<file path="src/sv/assert_macros.svh">
// Assertion macros shared by the checker RTL.
`ifndef ASSERT_MACROS_SVH
`define ASSERT_MACROS_SVH

// Same-cycle implication, disabled while reset is asserted.
`define PML_ASSERT_IMP(lbl, clk, rst_n, ante, cons) \
    lbl: assert property (@(posedge clk) disable iff (!rst_n) (ante) |-> (cons)) \
        else $error("pose motion limit checker assertion failed");

// Next-cycle implication, disabled while reset is asserted.
`define PML_ASSERT_NXT(lbl, clk, rst_n, ante, cons) \
    lbl: assert property (@(posedge clk) disable iff (!rst_n) (ante) |=> (cons)) \
        else $error("pose motion limit checker assertion failed");

`endif

</file>
<file path="src/sv/pml_pkg.sv">
// Types and constants shared by the pose motion limit checker modules.
`default_nettype none

package pml_pkg;

    localparam int POS_WIDTH_DEF = 32;
    localparam int VEL_WIDTH_DEF = 48;
    localparam int TIME_W        = 64;
    localparam int CFG_IDX_W     = 3;
    localparam int CFG_DATA_W    = 64;
    localparam int NS_W          = 30;
    localparam int ACC_CAP_LOG2  = 41;
    localparam int LIM_W         = 40;
    localparam int STEP_W        = 32;

    localparam logic [NS_W-1:0] NS_PER_S = 30'd1000000000;

    localparam logic [CFG_IDX_W-1:0] CFG_X_BOUNDS  = 3'd0;
    localparam logic [CFG_IDX_W-1:0] CFG_Y_BOUNDS  = 3'd1;
    localparam logic [CFG_IDX_W-1:0] CFG_Z_BOUNDS  = 3'd2;
    localparam logic [CFG_IDX_W-1:0] CFG_MAX_STEP  = 3'd3;
    localparam logic [CFG_IDX_W-1:0] CFG_MAX_SPEED = 3'd4;
    localparam logic [CFG_IDX_W-1:0] CFG_MAX_ACCEL = 3'd5;

    localparam logic [1:0] LIMB_RIGHT = 2'd0;
    localparam logic [1:0] LIMB_HEAD  = 2'd2;
    localparam logic [1:0] LIMB_NONE  = 2'd3;

    localparam logic KIND_CLEAR = 1'b1;

    typedef enum logic [0:0] {
        ALU_MUL,
        ALU_DIV
    } t_alu_op;

    typedef struct packed {
        logic    start;
        t_alu_op op;
    } t_alu_req;

    typedef enum logic [2:0] {
        STAT_OK        = 3'd0,
        STAT_WORKSPACE = 3'd1,
        STAT_ZERO_TIME = 3'd2,
        STAT_TIME_BACK = 3'd3,
        STAT_STEP      = 3'd4,
        STAT_SPEED     = 3'd5,
        STAT_ACCEL     = 3'd6
    } t_status;

    typedef enum logic [3:0] {
        S_IDLE,
        S_CHECK,
        S_STEP_MUL,
        S_STEP_LIM,
        S_VEL_MUL,
        S_VEL_DIV,
        S_VEL_SQ,
        S_SPD_LIM,
        S_ACC_MUL,
        S_ACC_DIV,
        S_ACC_SQ,
        S_ACC_LIM,
        S_STAGE,
        S_DONE
    } t_state;

endpackage

`default_nettype wire

</file>
<file path="src/sv/pml_alu.sv">
// Shared iterative unit: shift-add multiplier and restoring divider, one bit per cycle.
`default_nettype none

module pml_alu
    import pml_pkg::*;
#(
    parameter int OPW  = 48,
    parameter int NUMW = 78
) (
    input  wire logic              i_clk,
    input  wire logic              i_rst_n,
    input  wire t_alu_req          i_req,
    input  wire logic [OPW-1:0]    i_mul_a,
    input  wire logic [OPW-1:0]    i_mul_b,
    input  wire logic [NUMW-1:0]   i_num,
    input  wire logic [TIME_W-1:0] i_den,
    output logic                   o_busy,
    output logic [2*OPW-1:0]       o_result
);

    localparam int STEPS = (NUMW > OPW) ? NUMW : OPW;
    localparam int CNT_W = $clog2(STEPS + 1);

    logic              r_busy;
    t_alu_op           r_op;
    logic [CNT_W-1:0]  r_cnt;
    logic [2*OPW-1:0]  r_acc;
    logic [2*OPW-1:0]  r_mcand;
    logic [OPW-1:0]    r_mplier;
    logic [TIME_W-1:0] r_rem;
    logic [NUMW-1:0]   r_quo;
    logic [TIME_W-1:0] r_den;

    logic [TIME_W:0]   div_shift;
    logic [TIME_W+1:0] div_diff;
    logic              div_ge;

    // The remainder stays below the divisor, so one extra bit holds the shifted value.
    assign div_shift = {r_rem, r_quo[NUMW-1]};
    assign div_diff  = {1'b0, div_shift} - {2'b00, r_den};
    assign div_ge    = !div_diff[TIME_W+1];

    always_ff @(posedge i_clk) begin
        if (!i_rst_n) begin
            r_busy <= 1'b0;
            r_cnt  <= '0;
            r_op   <= ALU_MUL;
        end else if (i_req.start) begin
            r_busy <= 1'b1;
            r_op   <= i_req.op;
            r_cnt  <= (i_req.op == ALU_MUL) ? CNT_W'(OPW) : CNT_W'(NUMW);
        end else if (r_busy) begin
            r_cnt <= r_cnt - 1'b1;
            if (r_cnt == CNT_W'(1)) begin
                r_busy <= 1'b0;
            end
        end
    end

    always_ff @(posedge i_clk) begin
        if (i_req.start) begin
            r_acc    <= '0;
            r_mcand  <= {{OPW{1'b0}}, i_mul_a};
            r_mplier <= i_mul_b;
            r_rem    <= '0;
            r_quo    <= i_num;
            r_den    <= i_den;
        end else if (r_busy) begin
            if (r_op == ALU_MUL) begin
                if (r_mplier[0]) begin
                    r_acc <= r_acc + r_mcand;
                end
                r_mcand  <= {r_mcand[2*OPW-2:0], 1'b0};
                r_mplier <= {1'b0, r_mplier[OPW-1:1]};
            end else begin
                r_rem <= div_ge ? div_diff[TIME_W-1:0] : div_shift[TIME_W-1:0];
                r_quo <= {r_quo[NUMW-2:0], div_ge};
            end
        end
    end

    assign o_busy   = r_busy;
    assign o_result = (r_op == ALU_MUL) ? r_acc : {{(2*OPW-NUMW){1'b0}}, r_quo};

    `include "assert_macros.svh"

    `PML_ASSERT_IMP(a_alu_no_restart, i_clk, i_rst_n, r_busy, !i_req.start)
    `PML_ASSERT_IMP(a_alu_count_live, i_clk, i_rst_n, r_busy, r_cnt != '0)
    `PML_ASSERT_NXT(a_alu_start_busy, i_clk, i_rst_n, i_req.start, r_busy)

endmodule

`default_nettype wire

</file>
<file path="config.mk">
export PLATFORM = sky130hd
export DESIGN_NAME = pml_alu
export DESIGN_NICKNAME = d
export VERILOG_FILES = /design/src/sv/pml_pkg.sv /design/src/sv/pml_alu.sv
export VERILOG_INCLUDE_DIRS = /design/src /design/src/sv
export SDC_FILE = /design/constraint.sdc
export NUM_CORES = 1
export LEC_CHECK = 0
export BUFFER_PORTS_ARGS = -buffer_cell sky130_fd_sc_hd__buf_4
export CORE_MARGIN = 2
export CORE_UTILIZATION = 35
export DETAILED_ROUTE_END_ITERATION = 10
export PLACE_DENSITY = 0.59
export SETUP_SLACK_MARGIN = 0.1
export SLEW_MARGIN = 0
export SYNTH_ARGS = -nofsm -noshare
export SYNTH_HDL_FRONTEND = slang
export SYNTH_SLANG_ARGS = --single-unit
</file>
<file path="constraint.sdc">
create_clock -name i_clk -period 8.4 [get_ports i_clk]
set_clock_uncertainty 0.05 [all_clocks]
set_input_delay 0.42 -clock i_clk [delete_from_list [all_inputs] [get_ports i_clk]]
set_output_delay 0.42 -clock i_clk [all_outputs]
set_load 0.02 [all_outputs]
</file>
* Yosys cells after proc, flatten, opt, wreduce, memory -nomap -nowiden *
Index checks and enable logic that the tools add are counted.

storage, ports and cells
  register bits after elaboration = 455
  input port bits = 242
  output and inout bits = 97
  logic and storage cells = 41

cells by class
  add/subtract/negate cells = 3
  equality and inequality tests = 2
  multiplexer cells = 17
  bitwise operators = 1
  reductions and logical operators = 8

operator list
  cell                   number
  $mux W48               6
  $mux W78               3
  $add A96 B96 Y96       1
  $mux W96               1
  $sub A65 B64 Y66       1
  $mux W64               1
  $mux W7                3
  $reduce_and A2 Y1      4
  $eq A7 B1 Y1 const B   1
  $sub A7 B1 Y7 const B  1
  $reduce_bool A2 Y1     2
  $mux W1                3
  $reduce_and A3 Y1      1
  $ne A2 B2 Y1 const B   1
  $logic_not A1 Y1       1
  $not A1 Y1             1

* Longest topological paths before layout *
Gate-level depths: netlist of the first run.

  depth in word-level cells = 5
  gate-level depth with buffers = 18

* Worst setup path after synthesis of the first run *
OpenSTA, ideal clock, no wires.

  path type = register -> register
  start point = reg r_op
  end point = reg r_mcand[0], enable pin
  library setup time = 0.898 ns
  data arrival time = 2.947 ns
  required time = 7.452 ns
  setup slack = 4.505 ns
  stages on the path, launching flop included = 6
  path buffers = 3
  clock period less this slack = 3.895 ns
  cell sequence = dfxtp_1 -> clkbuf_1 -> nand2b_1 -> clkbuf_1 -> buf_1 -> nand2_1

between the ends
  longest elaborated chain between the ends = 2

RTL lines
  element                      RTL line       RTL
  from (decl)                  pml_alu.sv:25  t_alu_op r_op;
  from (signal assigned)       pml_alu.sv:50  r_op <= i_req.op;
  $ne A2 B2 Y1 (no line)       --
  $reduce_and A2 Y1 (no line)  --
  to (signal assigned)         pml_alu.sv:63  r_mcand <= {{OPW{1'b0}}, i_mul_a};
  to (signal assigned)         pml_alu.sv:73  r_mcand <= {r_mcand[2*OPW-2:0], 1'b0};
  to (decl)                    pml_alu.sv:28  logic [2*OPW-1:0] r_mcand;

Every way passes these cells.
A chain may end at the register's enable or synchronous reset.

* Worst setup path in the final report of the first run *
  start point = reg r_den[1]
  end point = reg r_rem[48]

between the ends
  longest elaborated chain between the ends = 2

RTL lines
  element                 RTL line       RTL
  from (decl)             pml_alu.sv:32  logic [TIME_W-1:0] r_den;
  from (signal assigned)  pml_alu.sv:67  r_den <= i_den;
  $sub A65 B64 Y66        pml_alu.sv:40  assign div_diff = {1'b0, div_shift} - {2'b00, r_den};
  $mux W64                pml_alu.sv:76  r_rem <= div_ge ? div_diff[TIME_W-1:0] : div_shift[TIME_W-1:0];
  to (signal assigned)    pml_alu.sv:76
  to (decl)               pml_alu.sv:30  logic [TIME_W-1:0] r_rem;

Every way passes these cells.

==> results.json, run 1 <==
{
  "outcome": "complete, no violations",
  "die_area_um2": 81300,
  "reg2reg_to": "r_rem[48]",
  "cts_root_buf": "clkbuf_16",
  "cap_violations": 0,
  "grt_pass1_vias": 22800,
  "ys_warn_count": 0,
  "dr.pass1.iters": 5,
  "ys_seq_elements": 455,
  "syn_avg_cell_area_um2": 9.41,
  "postLayoutCellArea_um2": 34100,
  "wl_um": 79500,
  "dp_hpwl_um": 56900,
  "reg2reg_slack_ns": 3.76,
  "insertion_delay_ns": 0.64,
  "p_switching_mw": 1.55,
  "synth-main-ff-cell": "edfxtp_1",
  "critPathTopFamily": "compound AO/OA/AOI/OAI gates",
  "cts_setup_buffers": 0,
  "track_usage": 0.191,
  "rsz0062_at_grt": "no",
  "path_cells": "inv_1, ha_1, nor2b_1, o31a_1, o2111ai_1, and3_1, o21ai_1, a211o_1, a21o_1, a21oi_1, o21a_4, buf_4, nand2b_1, o21ai_0",
  "report.final.setup_viol": 0,
  "grt_start_max_net_pins": 134,
  "placed_area_um2": 31000,
  "cts.path.max_buffers": 3,
  "slowest_delay_ns": 0.61,
  "p_leak_nw": 14.1,
  "synth-edff-count": 238,
  "holdBufCountCts": 119,
  "fin_cells": 4398,
  "arrival_ns": 5.04,
  "chipWidth_um": 285,
  "async_reset_ff_frac": 0,
  "cellInternalPower_mw": 4.33,
  "power_frac_comb": 0.156,
  "vias_per_cell": 5.21,
  "ys_seq_area_frac": 0.416,
  "crit_required_ns": 8.80,
  "r2r_start": "r_den[1]",
  "layout-drive-gt1-share": 0.216,
  "start_kind": "register",
  "clock_power_share": 0.407,
  "worstHoldStart": "i_mul_b[28]",
  "nets": 3704,
  "worst_pin_slew_ns": 1.07,
  "path_buf_inv": 2,
  "area_growth_pct": 23.2,
  "period_needed_ns": 4.64,
  "hold_depth": 2,
  "final.setup.worst_slack_ns": 3.76,
  "syn_area_um2": 27700,
  "finalSetupTns_ns": 0,
  "fin_hold_ws_ns": 0.0305,
  "gp_congestion": 0.922,
  "hold_path_end": "r_mplier[28]",
  "maxSlewViolCount": 0,
  "dp_cells": 4174,
  "worstSetupPathType": "register to register",
  "coreArea_um2": 78600,
  "io_buffers": 338,
  "powerDensity_nw_per_um2": 173,
  "cts_sinks": 455,
  "worstRegToRegCells": 14,
  "pwr-share-seq": 0.437,
  "hold_viol": 0,
  "path_max_fanout": 66,
  "mostFrequentLayoutCells": "391 x nand2_1, 354 x buf_4, 344 x a21oi_1, 250 x mux2_2, 238 x edfxtp_1",
  "max_freq_mhz": 215,
  "drc": 0,
  "cts_resized": 0,
  "dieHeight_um": 285,
  "avgRoutedWirePerCell_um": 18.1,
  "grt_pass1_wl_um": 126000,
  "cts_tree": "done",
  "hold_class": "primary input to register",
  "rows": 103,
  "clkTransAtPathRegs_ns": 0.06,
  "num_vias": 22900,
  "initial_core_util": 0.352,
  "yosysUniqueCellTypes": 76,
  "switching_share": 0.264,
  "finalCritPeriodShare": 0.553,
  "final_common_cell": "nand2_1",
  "slew_headroom": 0.284,
  "overflow": 0,
  "syn_inst": 2939,
  "antenna_found_initial": 5,
  "synth_nets": 3344,
  "cts_max_level": 2,
  "numCtsBuffers": 54,
  "io_pins": 339,
  "endpoint_kind": "register",
  "cp_slowest_cell": "buf_4",
  "drt_iter0_markers": 1357,
  "pre_cts_slack_ns": 3.73,
  "ir_worst_vdd_mv": 0.155,
  "postRouteAntennaNets": 0
}
-- cell families (layout without fill, tap and decap cells) --
logic type	after synthesis	count (layout)	share of synthesized area
AND/OR/NAND/NOR	758	758	0.122
multiplexers	261	261	0.106
AO/OA/AOI/OAI	869	869	0.197
flip-flops	455	455	0.416
other	0	3	0
adder cells (fa/ha/maj)	163	163	0.0743
XOR/XNOR	143	143	0.0453
buffers and inverters	290	696	0.0403
-- stage by stage --
stage	util	total power [mW]
after CTS	0.433	5.96
after floorplan	-	3.17
after global placement	0.395	3.48
after detailed placement	0.395	3.49
final	0.433	5.88
after global routing	0.433	6.15
-- power groups by stage --
stage          sequential (mW)  clock (mW)  combinational, mW
2_1_floorplan             2.58           0              0.590
3_3_place_gp              2.61           0              0.869
3_5_place_dp              2.62           0              0.871
4_1_cts                   2.57        2.47              0.922
5_1_grt                   2.58        2.55               1.01
6_report                  2.57        2.39              0.917
-- worst max path at each step --
| stage | start | to | slack (ns) | cells past startpoint |
|---|---|---|---|---|
| CTS | r_den[1] | r_rem[48] | 3.72 | 14 |
| floorplan | r_op | r_mcand[0] | 4.50 | 5 |
| finish | r_den[1] | r_rem[48] | 3.76 | 14 |
| global route | r_den[1] | r_rem[48] | 3.24 | 14 |
| global placement | r_den[1] | r_rem[60] | 3.85 | 14 |
| detailed placement | r_den[1] | r_rem[48] | 3.73 | 14 |
-- layout make-up --
type / count / area, um2
fillers: 7754 / 44500
multi-input cells: 2194 / 15100
flip-flops and latches: 455 / 11500
repair buffers: 475 / 3880
clock buffers: 83 / 1610
well taps: 1050 / 1310
inverters: 119 / 449
clock inverters: 19 / 223
diodes: 3 / 7.51
-- flip-flops by register name, summed over array words and instances, names as in the netlist --
signal / flops
r_acc: 96
o_busy: 1
r_rem: 64
r_op: 1
r_mplier: 48
r_mcand: 96
r_den: 64
r_quo: 78
r_cnt: 7
-- synth_stat cells (33+ instances only) --
cell	n	share of area
a21o_1	104	0.028
a21oi_1	345	0.062
a22o_1	33	0.010
clkbuf_1	132	0.018
dfxtp_1	217	0.16
edfxtp_1	238	0.26
ha_1	161	0.073
inv_1	119	0.016
mux2_2	250	0.10
nand2_1	393	0.053
nand4_1	53	0.012
nor2_1	132	0.018
nor2b_1	35	0.0079
o21ai_0	163	0.029
o21bai_1	41	0.011
xnor2_1	88	0.028
xor2_1	55	0.017
-- layer usage --
metal	track usage	wire length [um]
met3	0.0378	4650
met1	0.244	34800
met5	0	26
met4	0.0508	1870
met2	0.327	38200
Note: power is estimated with default switching activity, not from simulation.
==> run 2, diff against run 1 <==
--- a/config.mk
+++ b/config.mk
@@ -10,7 +10,7 @@
 export CORE_MARGIN = 2
 export CORE_UTILIZATION = 35
 export DETAILED_ROUTE_END_ITERATION = 10
-export PLACE_DENSITY = 0.59
+export PLACE_DENSITY = 0.61
 export SETUP_SLACK_MARGIN = 0.1
 export SLEW_MARGIN = 0
 export SYNTH_ARGS = -nofsm -noshare
==> constraint.sdc (replaced) <==
create_clock -name i_clk -period 4 [get_ports i_clk]
set_clock_uncertainty 0.05 [all_clocks]
set_input_delay 0.2 -clock i_clk [delete_from_list [all_inputs] [get_ports i_clk]]
set_output_delay 0.2 -clock i_clk [all_outputs]
set_load 0.02 [all_outputs]
==> run 2 against run 1 <==
Flip-flop and latch count stayed put. First-iteration DRC count is 3.9% lower. Setup slack worse by 3.5 ns. Combinational power is 130% higher. Sequential share of layout area is 1.9 points lower. Fmax is 25% higher. Sequential power is 110% higher. Cell count is 4.2% higher. Non-clock buffer count is 188 higher. Core utilization is 2.6 points higher. Hold slack better by 0.035 ns. Critical path depth is 3 higher. Largest cell class unchanged. Highest routed layer unchanged.
==> results.json, run 2 (synthesis gave the netlist of run 1 again) <==
{
  "cts_tree": "done",
  "final.setup.worst_slack_ns": 0.272,
  "hold_class": "primary input to register",
  "start_kind": "register",
  "initial_core_util": 0.352,
  "slowest_delay_ns": 0.42,
  "area_growth_pct": 30.6,
  "cts_max_level": 2,
  "layout-drive-gt1-share": 0.233,
  "cts_sinks": 455,
  "coreArea_um2": 78600,
  "chipWidth_um": 285,
  "cts_root_buf": "clkbuf_16",
  "p_total_mw": 12.7,
  "postLayoutCellArea_um2": 36100,
  "outcome": "complete, no violations",
  "crit_required_ns": 4.48,
  "num_vias": 23700,
  "worstRegToRegCells": 17,
  "grt_pass1_vias": 23800,
  "worst_pin_slew_ns": 0.960,
  "arrival_ns": 4.21,
  "dr.pass1.iters": 7,
  "dp_cells": 4235,
  "insertion_delay_ns": 0.64,
  "wl_um": 83200,
  "antenna_found_initial": 4,
  "path_cells": "inv_1, ha_1, inv_1, fa_1, a211oi_1, o21ai_1, a31oi_1, buf_4, o311ai_4, a31oi_4, o21ai_2, a21boi_0, o31a_1, o21a_1, o211ai_1, o31a_1, o211ai_1",
  "fin_cells": 4584,
  "powerDensity_nw_per_um2": 353,
  "gp_congestion": 0.919,
  "fin_hold_ws_ns": 0.0653,
  "avgRoutedWirePerCell_um": 18.1,
  "grtUsageMet3": 0.0336,
  "slew_headroom": 0.360,
  "dp_hpwl_um": 59300,
  "mostFrequentLayoutCells": "410 x buf_4, 391 x nand2_1, 340 x a21oi_1, 250 x mux2_2, 240 x dlygate4sd3_1",
  "io_pins": 339,
  "ir_worst_vdd_mv": 0.292,
  "grt_pass1_wl_um": 131000,
  "use_met2": 0.348,
  "final_common_cell": "buf_4",
  "grt_start_max_net_pins": 126,
  "finalSetupTns_ns": 0,
  "nets": 3893,
  "clkTransAtPathRegs_ns": 0.06,
  "vias_per_cell": 5.17,
  "hold_depth": 3,
  "drt_iter0_markers": 1304,
  "rsz0062_at_grt": "yes",
  "grt.busiest_layer": "met2",
  "report.final.setup_viol": 0,
  "top_regs": "r_acc x96, r_mcand x96, r_quo x78",
  "cts.path.max_buffers": 3,
  "drc": 0,
  "cap_violations": 0,
  "maxSlewViolCount": 0,
  "diodes": 0,
  "io_buffers": 338,
  "worstHoldStart": "i_num[0]",
  "rows": 103,
  "period_needed_ns": 3.73,
  "numCtsBuffers": 55,
  "track_usage": 0.200,
  "hold_viol": 0,
  "reg2reg_slack_ns": 0.27,
  "dieHeight_um": 285,
  "die_area_um2": 81300,
  "endpoint_kind": "register",
  "worstSetupPathType": "register to register",
  "p_leak_nw": 15.1,
  "path_max_fanout": 4,
  "cp_slowest_cell": "fa_1",
  "final_util": 0.460,
  "placed_area_um2": 31600,
  "r2r_start": "r_quo[77]",
  "postRouteAntennaNets": 0,
  "overflow": 0,
  "pre_cts_slack_ns": 0.0348,
  "max_freq_mhz": 268,
  "reg2reg_to": "r_rem[60]",
  "hold_path_end": "r_quo[0]",
  "use_met1": 0.253,
  "finalCritPeriodShare": 0.932
}
run 2: cell types whose count changed in the layout (fill, tap and decap cells not counted), moves of 5 or more:
cell / before / now
clkbuf_1: 15 / 8
buf_4: 354 / 410
dlygate4sd3_1: 119 / 240
buf_12: 1 / 12
o21ai_0: 163 / 158
clkinv_2: 6 / 13
run 2: critical path: cells and delay by family, from the launching register on:
family	cells	cell delay [ns]
AO/OA/AOI/OAI	12	2.35
buffers and inverters	3	0.28
flip-flops	1	0.39
adder cells (fa/ha/maj)	2	0.58
run 2: worst max path at each step:
stage / startpoint / end / depth (start not counted)
after floorplan: r_op / r_mcand[0] / 5
after CTS: r_mcand[0] / r_acc[86] / 16
final: r_quo[77] / r_rem[60] / 17
after global placement: r_mcand[0] / r_acc[58] / 14
after global routing: r_mcand[19] / r_acc[94] / 14
after detailed placement: r_quo[77] / r_rem[62] / 17
run 2: layout make-up:
| class | count | area (um2) |
|---|---|---|
| tap | 1050 | 1310 |
| multi-input combinational | 2194 | 15200 |
| clock inverter | 27 | 298 |
| timing repair buffer | 663 | 5740 |
| fill | 7531 | 42500 |
| sequential | 455 | 11500 |
| clock buffer | 76 | 1610 |
| inverter | 119 | 449 |
run 2: power breakdown:
part | switching, mW | internal (mW) | total [mW]
combinational | 1.10 | 1.00 | 2.10
clock | 2.16 | 3.09 | 5.25
sequential | 0.155 | 5.24 | 5.39
run 2: per-layer routing:
layer  share of wire  vias up  wire (um)
met5         0.00041        -         34
li1                -    11800          -
met3           0.048      133       4020
met4           0.027        6       2250
met2            0.48      532      40300
met1            0.44    11200      36600
run 2: repair_timing:
action	in CTS	in global routing
hold buffers	240	0
gates resized for setup	2	28
pin swaps	0	8
endpoints found under the setup margin	3	32
cloned	0	0
hold endpoints to repair	266	0
buffers inserted	0	6
